--- config.mk ---
export PLATFORM = sky130hd
export DESIGN_NAME = marching_squares_contour_stream
export DESIGN_NICKNAME = d
export VERILOG_FILES = /design/src/hdl/mscs_pkg.sv /design/src/hdl/mscs_line_buf.sv /design/src/hdl/mscs_seg_emit.sv /design/src/hdl/marching_squares_contour_stream.sv
export SDC_FILE = /design/constraint.sdc
export NUM_CORES = 2
export LEC_CHECK = 0
export BUFFER_PORTS_ARGS = -buffer_cell sky130_fd_sc_hd__buf_4
export CORE_ASPECT_RATIO = 0.7
export CORE_MARGIN = 2
export CORE_UTILIZATION = 63
export CTS_CLUSTER_SIZE = 25
export DETAILED_ROUTE_END_ITERATION = 6
export PLACE_DENSITY_LB_ADDON = 0.12
export SYNTH_ARGS = -nofsm -noshare
export SYNTH_HDL_FRONTEND = slang
export SYNTH_HIERARCHICAL = 1
export SYNTH_SLANG_ARGS = --single-unit
--- constraint.sdc ---
create_clock -name clock -period 70.7 [get_ports clock]
set_clock_uncertainty 0.2 [all_clocks]
set_input_delay 17.675 -clock clock [delete_from_list [all_inputs] [get_ports clock]]
set_output_delay 17.675 -clock clock [all_outputs]
set_load 0.02 [all_outputs]
--- src/hdl/mscs_pkg.sv ---
// Shared types, constants and segment tables for the contour stream block.
// No dependencies; imported by every module under hdl.
package mscs_pkg;

   localparam int MAX_COLUMNS = 1024;
   localparam int MAX_ROWS    = 1024;
   localparam int COL_W       = $clog2(MAX_COLUMNS);
   localparam int ROW_W       = $clog2(MAX_ROWS);
   localparam int CNT_W       = (COL_W + 1 > 11) ? COL_W + 1 : 11;
   localparam int COORD_W     = 15;
   localparam int SIZE_W      = 5;

   localparam logic signed [15:0] LEVEL_RESET = 16'sd4915;
   localparam logic [SIZE_W-1:0]  SIZE_RESET  = 5'd2;
   localparam logic [10:0]        COLS_RESET  = 11'd1024;

   typedef enum logic [1:0] {
      CSR_LEVEL   = 2'd0,
      CSR_SIZE    = 2'd1,
      CSR_COLUMNS = 2'd2
   } csr_index_type;

   typedef enum logic [1:0] {
      PT_TOP    = 2'd0,
      PT_BOTTOM = 2'd1,
      PT_LEFT   = 2'd2,
      PT_RIGHT  = 2'd3
   } pt_type;

   typedef struct packed {
      pt_type a;
      pt_type b;
   } seg_pts_type;

   // one sample on its way from the front end to the segment stage
   typedef struct packed {
      logic                emit;
      logic                cur;
      logic                left;
      logic [COORD_W-1:0]  x_base;
      logic [COORD_W-1:0]  y_base;
      logic [SIZE_W-1:0]   size;
   } cell_type;

   function automatic logic [1:0] seg_count(input logic [3:0] idx);
      logic [1:0] n;
      unique case (idx)
         4'd0, 4'd15: n = 2'd0;
         4'd5, 4'd10: n = 2'd2;
         default:     n = 2'd1;
      endcase
      return n;
   endfunction

   function automatic seg_pts_type seg_pts(input logic [3:0] idx, input logic sel);
      seg_pts_type p;
      unique case (idx)
         4'd1, 4'd14: p = '{PT_LEFT,  PT_BOTTOM};
         4'd2, 4'd13: p = '{PT_RIGHT, PT_BOTTOM};
         4'd3, 4'd12: p = '{PT_LEFT,  PT_RIGHT};
         4'd4, 4'd11: p = '{PT_TOP,   PT_RIGHT};
         4'd6, 4'd9:  p = '{PT_TOP,   PT_BOTTOM};
         4'd7, 4'd8:  p = '{PT_TOP,   PT_LEFT};
         4'd5:        p = sel ? seg_pts_type'{PT_RIGHT, PT_BOTTOM}
                              : seg_pts_type'{PT_TOP, PT_LEFT};
         4'd10:       p = sel ? seg_pts_type'{PT_LEFT, PT_BOTTOM}
                              : seg_pts_type'{PT_TOP, PT_RIGHT};
         default:     p = '{PT_TOP, PT_TOP};
      endcase
      return p;
   endfunction

   // midpoint of a cell edge, returned as {x, y}
   function automatic logic [2*COORD_W-1:0] point_of(input pt_type p,
                                                     input logic [COORD_W-1:0] xb,
                                                     input logic [COORD_W-1:0] yb,
                                                     input logic [SIZE_W-1:0] s);
      logic [COORD_W-1:0] h;
      logic [COORD_W-1:0] sz;
      logic [COORD_W-1:0] px;
      logic [COORD_W-1:0] py;
      h  = COORD_W'(s >> 1);
      sz = COORD_W'(s);
      unique case (p)
         PT_TOP:    begin px = xb + h;  py = yb;      end
         PT_BOTTOM: begin px = xb + h;  py = yb + sz; end
         PT_LEFT:   begin px = xb;      py = yb + h;  end
         default:   begin px = xb + sz; py = yb + h;  end
      endcase
      return {px, py};
   endfunction

endpackage

--- src/hdl/mscs_line_buf.sv ---
// Line buffer: one threshold bit per column of the row above.
// Depends on mscs_pkg. Read-before-write on the same address, registered read.
module mscs_line_buf
   import mscs_pkg::*;
(
   input  logic             clock,
   input  logic             access,
   input  logic [COL_W-1:0] addr,
   input  logic             wr_bit,
   output logic             rd_bit_ff
);

   logic mem [MAX_COLUMNS];

   // old contents come out, new bit goes in, same edge
   always_ff @(posedge clock) begin
      if (access) begin
         rd_bit_ff  <= mem[addr];
         mem[addr]  <= wr_bit;
      end
   end

endmodule

--- src/hdl/mscs_seg_emit.sv ---
// Segment stage: forms the case index and sends out up to two segments.
// Depends on mscs_pkg; fed by the front end and by mscs_line_buf.
module mscs_seg_emit
   import mscs_pkg::*;
(
   input  logic               clock,
   input  logic               reset,
   input  logic               load,
   input  cell_type           grid_cell,
   input  logic               above,
   output logic               ready,
   output logic               rsp_valid,
   input  logic               rsp_stall,
   output logic [COORD_W-1:0] rsp_x_start,
   output logic [COORD_W-1:0] rsp_y_start,
   output logic [COORD_W-1:0] rsp_x_end,
   output logic [COORD_W-1:0] rsp_y_end,
   output logic               rsp_last
);

   logic               s1_valid_ff, s1_valid_in;
   cell_type           s1_ff;
   logic               seg_sel_ff, seg_sel_in;
   logic               above_left_ff;
   logic               rsp_valid_ff, rsp_valid_in;
   logic [COORD_W-1:0] xs_ff, ys_ff, xe_ff, ye_ff;
   logic               last_ff;

   logic [3:0]           idx;
   logic [1:0]           n;
   logic                 out_free, seg_fire, last_seg, s1_done;
   seg_pts_type          pts;
   logic [2*COORD_W-1:0] pa, pb;

   always_comb begin
      idx      = {above_left_ff, above, s1_ff.cur, s1_ff.left};
      n        = s1_ff.emit ? seg_count(idx) : 2'd0;
      out_free = !rsp_valid_ff || !rsp_stall;
      last_seg = seg_sel_ff || (n == 2'd1);
      seg_fire = s1_valid_ff && (n != 2'd0) && out_free;
      s1_done  = s1_valid_ff && ((n == 2'd0) || (seg_fire && last_seg));
      ready    = !s1_valid_ff || s1_done;
      pts      = seg_pts(idx, seg_sel_ff);
      pa       = point_of(pts.a, s1_ff.x_base, s1_ff.y_base, s1_ff.size);
      pb       = point_of(pts.b, s1_ff.x_base, s1_ff.y_base, s1_ff.size);
   end

   always_comb begin
      s1_valid_in  = load ? 1'b1 : (s1_done ? 1'b0 : s1_valid_ff);
      seg_sel_in   = seg_fire ? !last_seg : seg_sel_ff;
      rsp_valid_in = seg_fire ? 1'b1 : (rsp_stall ? rsp_valid_ff : 1'b0);
   end

   always_ff @(posedge clock) begin
      if (reset) begin
         s1_valid_ff   <= 1'b0;
         seg_sel_ff    <= 1'b0;
         above_left_ff <= 1'b0;
         rsp_valid_ff  <= 1'b0;
      end else begin
         s1_valid_ff  <= s1_valid_in;
         seg_sel_ff   <= seg_sel_in;
         rsp_valid_ff <= rsp_valid_in;
         if (s1_done) begin
            above_left_ff <= above;
         end
      end
   end

   always_ff @(posedge clock) begin
      if (load) begin
         s1_ff <= grid_cell;
      end
      if (seg_fire) begin
         xs_ff   <= pa[2*COORD_W-1:COORD_W];
         ys_ff   <= pa[COORD_W-1:0];
         xe_ff   <= pb[2*COORD_W-1:COORD_W];
         ye_ff   <= pb[COORD_W-1:0];
         last_ff <= last_seg;
      end
   end

   assign rsp_valid   = rsp_valid_ff;
   assign rsp_x_start = xs_ff;
   assign rsp_y_start = ys_ff;
   assign rsp_x_end   = xe_ff;
   assign rsp_y_end   = ye_ff;
   assign rsp_last    = last_ff;

   a_sel_needs_item: assert property (@(posedge clock) disable iff (reset)
      seg_sel_ff |-> s1_valid_ff)
      else $error("second segment pending with no cell held");

   a_sel_two_seg: assert property (@(posedge clock) disable iff (reset)
      seg_sel_ff |-> (idx == 4'd5 || idx == 4'd10))
      else $error("second segment pending on a single segment case");

   a_first_of_two: assert property (@(posedge clock) disable iff (reset)
      (seg_fire && !last_seg) |=> (s1_valid_ff && seg_sel_ff))
      else $error("cell released before its second segment");

endmodule

--- src/hdl/marching_squares_contour_stream.sv ---
// Top level of the marching squares contour stream: registers, raster position.
// Depends on mscs_pkg, mscs_line_buf and mscs_seg_emit.
// A sample word is registered into the segment stage, its segment words on rsp. Throughput:
//   one sample word per cycle; a cell with segments holds req while rsp stalls, and a saddle
//   cell holds it for its second segment: one output register carries one segment per cycle.
// Reset: synchronous, active high; registers to defaults, position to column 0, row 0.
module marching_squares_contour_stream
   import mscs_pkg::*;
(
   input  logic                clock,
   input  logic                reset,
   // sample words in
   input  logic                req_valid,
   output logic                req_stall,
   input  logic signed [15:0]  req_sample,
   input  logic                req_frame_start,
   // segment words out
   output logic                rsp_valid,
   input  logic                rsp_stall,
   output logic [COORD_W-1:0]  rsp_x_start,
   output logic [COORD_W-1:0]  rsp_y_start,
   output logic [COORD_W-1:0]  rsp_x_end,
   output logic [COORD_W-1:0]  rsp_y_end,
   output logic                rsp_last,
   // register writes
   input  logic                csr_write,
   input  logic [1:0]          csr_index,
   input  logic [15:0]         csr_wdata
);

   // configuration
   logic signed [15:0] level_ff;
   logic [SIZE_W-1:0]  size_ff;
   logic [10:0]        cols_ff;

   // raster position and the bit to the left
   logic [COL_W-1:0] col_ff, col_in;
   logic [ROW_W-1:0] row_ff, row_in;
   logic             left_ff;

   logic             accept, ready, cur, above;
   logic [COL_W-1:0] col_now;
   logic [ROW_W-1:0] row_now;
   logic [SIZE_W-1:0] s_eff;
   logic [CNT_W-1:0]  cols_eff;
   logic [CNT_W-1:0]  col_next;
   logic [COL_W+SIZE_W-1:0] x_prod;
   logic [ROW_W+SIZE_W-1:0] y_prod;
   cell_type          grid_cell;

   assign req_stall = !ready;
   assign accept    = req_valid && ready;

   always_ff @(posedge clock) begin
      if (reset) begin
         level_ff <= LEVEL_RESET;
         size_ff  <= SIZE_RESET;
         cols_ff  <= COLS_RESET;
      end else if (csr_write) begin
         unique case (csr_index_type'(csr_index))
            CSR_LEVEL:   level_ff <= $signed(csr_wdata);
            CSR_SIZE:    size_ff  <= csr_wdata[SIZE_W-1:0];
            CSR_COLUMNS: cols_ff  <= csr_wdata[10:0];
            default:     ;
         endcase
      end
   end

   // clamp cell size to 1..16 and row width to 2..MAX_COLUMNS
   always_comb begin
      if (size_ff == '0) begin
         s_eff = SIZE_W'(1);
      end else if (size_ff > SIZE_W'(16)) begin
         s_eff = SIZE_W'(16);
      end else begin
         s_eff = size_ff;
      end
      if (CNT_W'(cols_ff) < CNT_W'(2)) begin
         cols_eff = CNT_W'(2);
      end else if (CNT_W'(cols_ff) > CNT_W'(MAX_COLUMNS)) begin
         cols_eff = CNT_W'(MAX_COLUMNS);
      end else begin
         cols_eff = CNT_W'(cols_ff);
      end
   end

   // frame start pulls the sample to the top-left corner
   always_comb begin
      col_now  = req_frame_start ? '0 : col_ff;
      row_now  = req_frame_start ? '0 : row_ff;
      col_next = CNT_W'(col_now) + CNT_W'(1);
      if (col_next >= cols_eff) begin
         col_in = '0;
         row_in = (row_now == ROW_W'(MAX_ROWS - 1)) ? '0 : row_now + ROW_W'(1);
      end else begin
         col_in = COL_W'(col_next);
         row_in = row_now;
      end
   end

   // strict signed compare against the contour level
   assign cur = (req_sample > level_ff);

   // pixel origin of the cell whose bottom-right corner this sample is
   always_comb begin
      x_prod   = (COL_W+SIZE_W)'(col_now - COL_W'(1)) * (COL_W+SIZE_W)'(s_eff);
      y_prod   = (ROW_W+SIZE_W)'(row_now - ROW_W'(1)) * (ROW_W+SIZE_W)'(s_eff);
      grid_cell.emit   = (col_now != '0) && (row_now != '0);
      grid_cell.cur    = cur;
      grid_cell.left   = left_ff;
      grid_cell.x_base = COORD_W'(x_prod);
      grid_cell.y_base = COORD_W'(y_prod);
      grid_cell.size   = s_eff;
   end

   always_ff @(posedge clock) begin
      if (reset) begin
         col_ff  <= '0;
         row_ff  <= '0;
         left_ff <= 1'b0;
      end else if (accept) begin
         col_ff  <= col_in;
         row_ff  <= row_in;
         left_ff <= cur;
      end
   end

   mscs_line_buf u_line_buf (
      .clock     (clock),
      .access    (accept),
      .addr      (col_now),
      .wr_bit    (cur),
      .rd_bit_ff (above)
   );

   mscs_seg_emit u_seg_emit (
      .clock       (clock),
      .reset       (reset),
      .load        (accept),
      .grid_cell   (grid_cell),
      .above       (above),
      .ready       (ready),
      .rsp_valid   (rsp_valid),
      .rsp_stall   (rsp_stall),
      .rsp_x_start (rsp_x_start),
      .rsp_y_start (rsp_y_start),
      .rsp_x_end   (rsp_x_end),
      .rsp_y_end   (rsp_y_end),
      .rsp_last    (rsp_last)
   );

endmodule
==> flow_metrics.env <==
export IMPL_status="finished clean"
export IMPL_clk_transition_reported_paths_ns=0.06
export IMPL_cellInternalPower_uw=1170
export IMPL_vias=38583
export IMPL_layout_common_cells="nor2_1, edfxtp_1, mux2i_1"
export IMPL_post_route_cells_drive_above_1_share_pct=9.72
export IMPL_ys_seq_area_share_pct=61.4
export IMPL_fin_crit_ns=36.52
export IMPL_critical_path_most_common_cell="buf_4"
export IMPL_nNetsFinal=4890
export IMPL_global_route_usage_met1_pct=51.3
export IMPL_worst_ir_drop_vdd_mv=0.0247
export IMPL_antenna_found_initial=2
export IMPL_cts_buffers_inserted=111
export IMPL_fp_row_count=92
export IMPL_cts_post_setup_buffers_inserted=0
export IMPL_count_of_mapped_cells_out_of_synthesis=4754
export IMPL_critical_path_type="primary input to primary output"
export IMPL_grt_use_met3_pct=8.39
export IMPL_synth_edff_count=1124
export IMPL_tightest_hold_margin_ns=0.244
export IMPL_synth_area_leaders="edfxtp_1, mux2i_1, nor2_1"
export IMPL_clk_path_buf_depth=3
export IMPL_tritoncts_clock_tree="yes"
export IMPL_share_comb_of_total_power_pct=10.7
export IMPL_timing_hold_violations_final=0
export IMPL_dp_hpwl_um=89500
export IMPL_number_of_sinks_on_the_clock_net=1181
export IMPL_pwr_share_clk_pct=36.7
export IMPL_timing_hold_worst_class="flip-flop to flip-flop"
export IMPL_routed_len_inst_um=26.3
export IMPL_layout_cells_most_common="nor2_1"
export IMPL_largest_net_degree_at_the_start_of_global_routing=309
export IMPL_yosysWarnings=6
export IMPL_antennaDiodeCount=0
export IMPL_h_tree_depth=3
export IMPL_placed_area_sq_mm=0.0583
export IMPL_startpoint_type="primary input"
export IMPL_setup_tns_ns=0
export IMPL_cpPeakStageDelay_ns=0.33
export IMPL_filler_cell_count=6507
export IMPL_timing_critical_path_to_type="primary output"
export IMPL_synth_main_ff_cell="edfxtp_1"
export IMPL_power_per_cell_area_mw_per_mm2=25.2
export IMPL_seq_power_share_pct=52.6
export IMPL_groute_usage_overall_pct=33.4
export IMPL_cts_root_buf="clkbuf_16"
export IMPL_net_count_after_synthesis=4961
export IMPL_yosys_area_top_type_share_pct=59.3
export IMPL_fin_area_sq_mm=0.0617
export IMPL_design_die_area_sq_mm=0.0927
export IMPL_worstMarginPinSlew_ns=1.33
export IMPL_rsz0062_at_grt="no"
export IMPL_count_of_max_cap_constraint_violations=0
export IMPL_netSwitchingFraction_pct=24.8
export IMPL_initial_core_util_pct=63.3
export IMPL_detail_route_drc_violations=0
export IMPL_min_period_over_period_pct=51.6
export IMPL_post_synth_num_cell_types=87
export IMPL_grt_pass1_vias=35354
export IMPL_synth_top_area_cell="edfxtp_1"
export IMPL_coreArea_sq_mm=0.0898
export IMPL_synth_area_per_cell_sq_um=12.0
export IMPL_max_freq_ghz=0.0274
export IMPL_antenna_left=0
export IMPL_syn_to_final_growth_pct=8.45
export IMPL_timing_critical_path_arrival_ns=18.64
export IMPL_grt_first_pass_wirelength_um=228000
export IMPL_first_drt_pass_iteration_count=6
export IMPL_timing_slew_headroom_pct=11.4
export IMPL_remaining_overflow_grt=0
export IMPL_clkLatencyLatePin_ns=0.74
export IMPL_power_switching_uw=386
export IMPL_gr_usage_met2_pct=47.6
export IMPL_place_gp_congestion=0.926
export IMPL_yosys_register_bits=1181
export IMPL_drt_vias_per_instance=6.48
export IMPL_gr_max_usage_layer="met1"
export IMPL_drt_total_wl_um=156000
export IMPL_critical_path_cell_chain="buf_4 > nand2_1 > a21boi_0 > or2_2 > inv_1 > buf_4"
export IMPL_required_ns=52.83
export IMPL_share_of_flip_flops_with_an_asynchronous_set_or_reset_after_synthesis_pct=0
export IMPL_syn_area_sq_mm=0.0569
export IMPL_cts_resized_gates=0
export IMPL_dieHeight_um=255
export IMPL_crit_path_top_delay_cell="or2_2"
export IMPL_drv_slew=0
export IMPL_port_buffer_cells=102
export IMPL_fp_dieW_um=363
export IMPL_critical_path_peak_fanout=3
export IMPL_cts_hold_buffers_added=0
export IMPL_io_pin_count=103
export IMPL_dr_first_iter_drc_count=5803
export IMPL_finalSetupViolations=0
export IMPL_p_leak_uw=0.0193
[final timing paths]
path / end / start / cells past startpoint / slack, ns
max reg2reg: u_line_buf/rd_bit_ff$_DFFE_PP_ / col_ff[1]$_SDFFE_PP0P_ / 14 / 63.54
max: req_stall / rsp_stall / 6 / 34.18
min: u_seg_emit/idx[0]$_DFFE_PP_ / left_ff$_SDFFE_PP0P_ / 0 / 0.24
min reg2reg: u_seg_emit/idx[0]$_DFFE_PP_ / left_ff$_SDFFE_PP0P_ / 0 / 0.24
[worst max-delay path: cells and delay by family]
kind | cells | cell delay (ns)
buffers and inverters | 3 | 0.43
and+or+nand+nor | 2 | 0.39
AOI/OAI and AO/OA | 1 | 0.14
[registers in the layout, indices dropped and copies added, names as in the netlist, 10 cells and up]
signal and cells:
u_seg_emit/rsp_x_end 15, col_ff 10, u_seg_emit/rsp_y_start 15, cols_ff 11, row_ff 10, u_seg_emit/rsp_x_start 15, u_seg_emit/rsp_y_end 15, u_line_buf/mem 1024
level_ff 16, u_seg_emit/s1_ff 36
[logic make-up after synthesis]
kind of cell             after synthesis  share of synthesized area (%)
XOR/XNOR                              98                           1.51
flip-flops                          1181                           61.4
buffers and inverters                535                           4.07
multiplexers                         509                           9.67
AND/OR/NAND/NOR                     1776                           13.2
adder cells (fa/ha/maj)              167                           4.55
AO/OA/AOI/OAI                        488                           5.68
[synthesized netlist by cell type (all sizes together) (68+ instances only)]
cell type,number
a21oi,68
buf,162
clkbuf,212
inv,158
xnor2,68
nand2,211
mux2i,475
nor2,1258
o21ai,68
ha,101
edfxtp,1124
o22ai,203
[power groups by stage]
stage               clock network, uW  logic (uW)  registers [uW]
floorplan                           0         122             864
global placement                    0         158             830
detailed placement                  0         162             831
CTS                               576         163             816
global route                      604         183             818
finish                            571         166             818
[area by class of cell]
class	instances	area, sq um	share of cell area, %
clock buffers	145	2940	4.76
flip-flops and latches	1181	34900	56.6
inverters	161	613	0.994
repair buffers	190	1460	2.37
clock inverters	60	483	0.783
multi-input cells	3038	19800	32.1
well taps	1175	1470	2.38
[per-layer routing]
layer  up-vias  part of all wire [%]
li1      16775                     -
met1     19103                    40
met2      2357                    42
met3       344                    14
met4         4                   3.1
met5         -                 0.072
[metrics by stage]
stage	instances	util, %	worst slack (ns)	power [uW]
after detailed placement	5745	64.9	34.21	993
after global routing	5950	68.7	34.12	1600
after floorplan	4754	-	15.60	986
final	5950	68.7	34.18	1550
after global placement	5745	64.9	34.19	988
after CTS	5950	68.7	34.21	1550
Note: power is estimated with default switching activity, not from simulation.
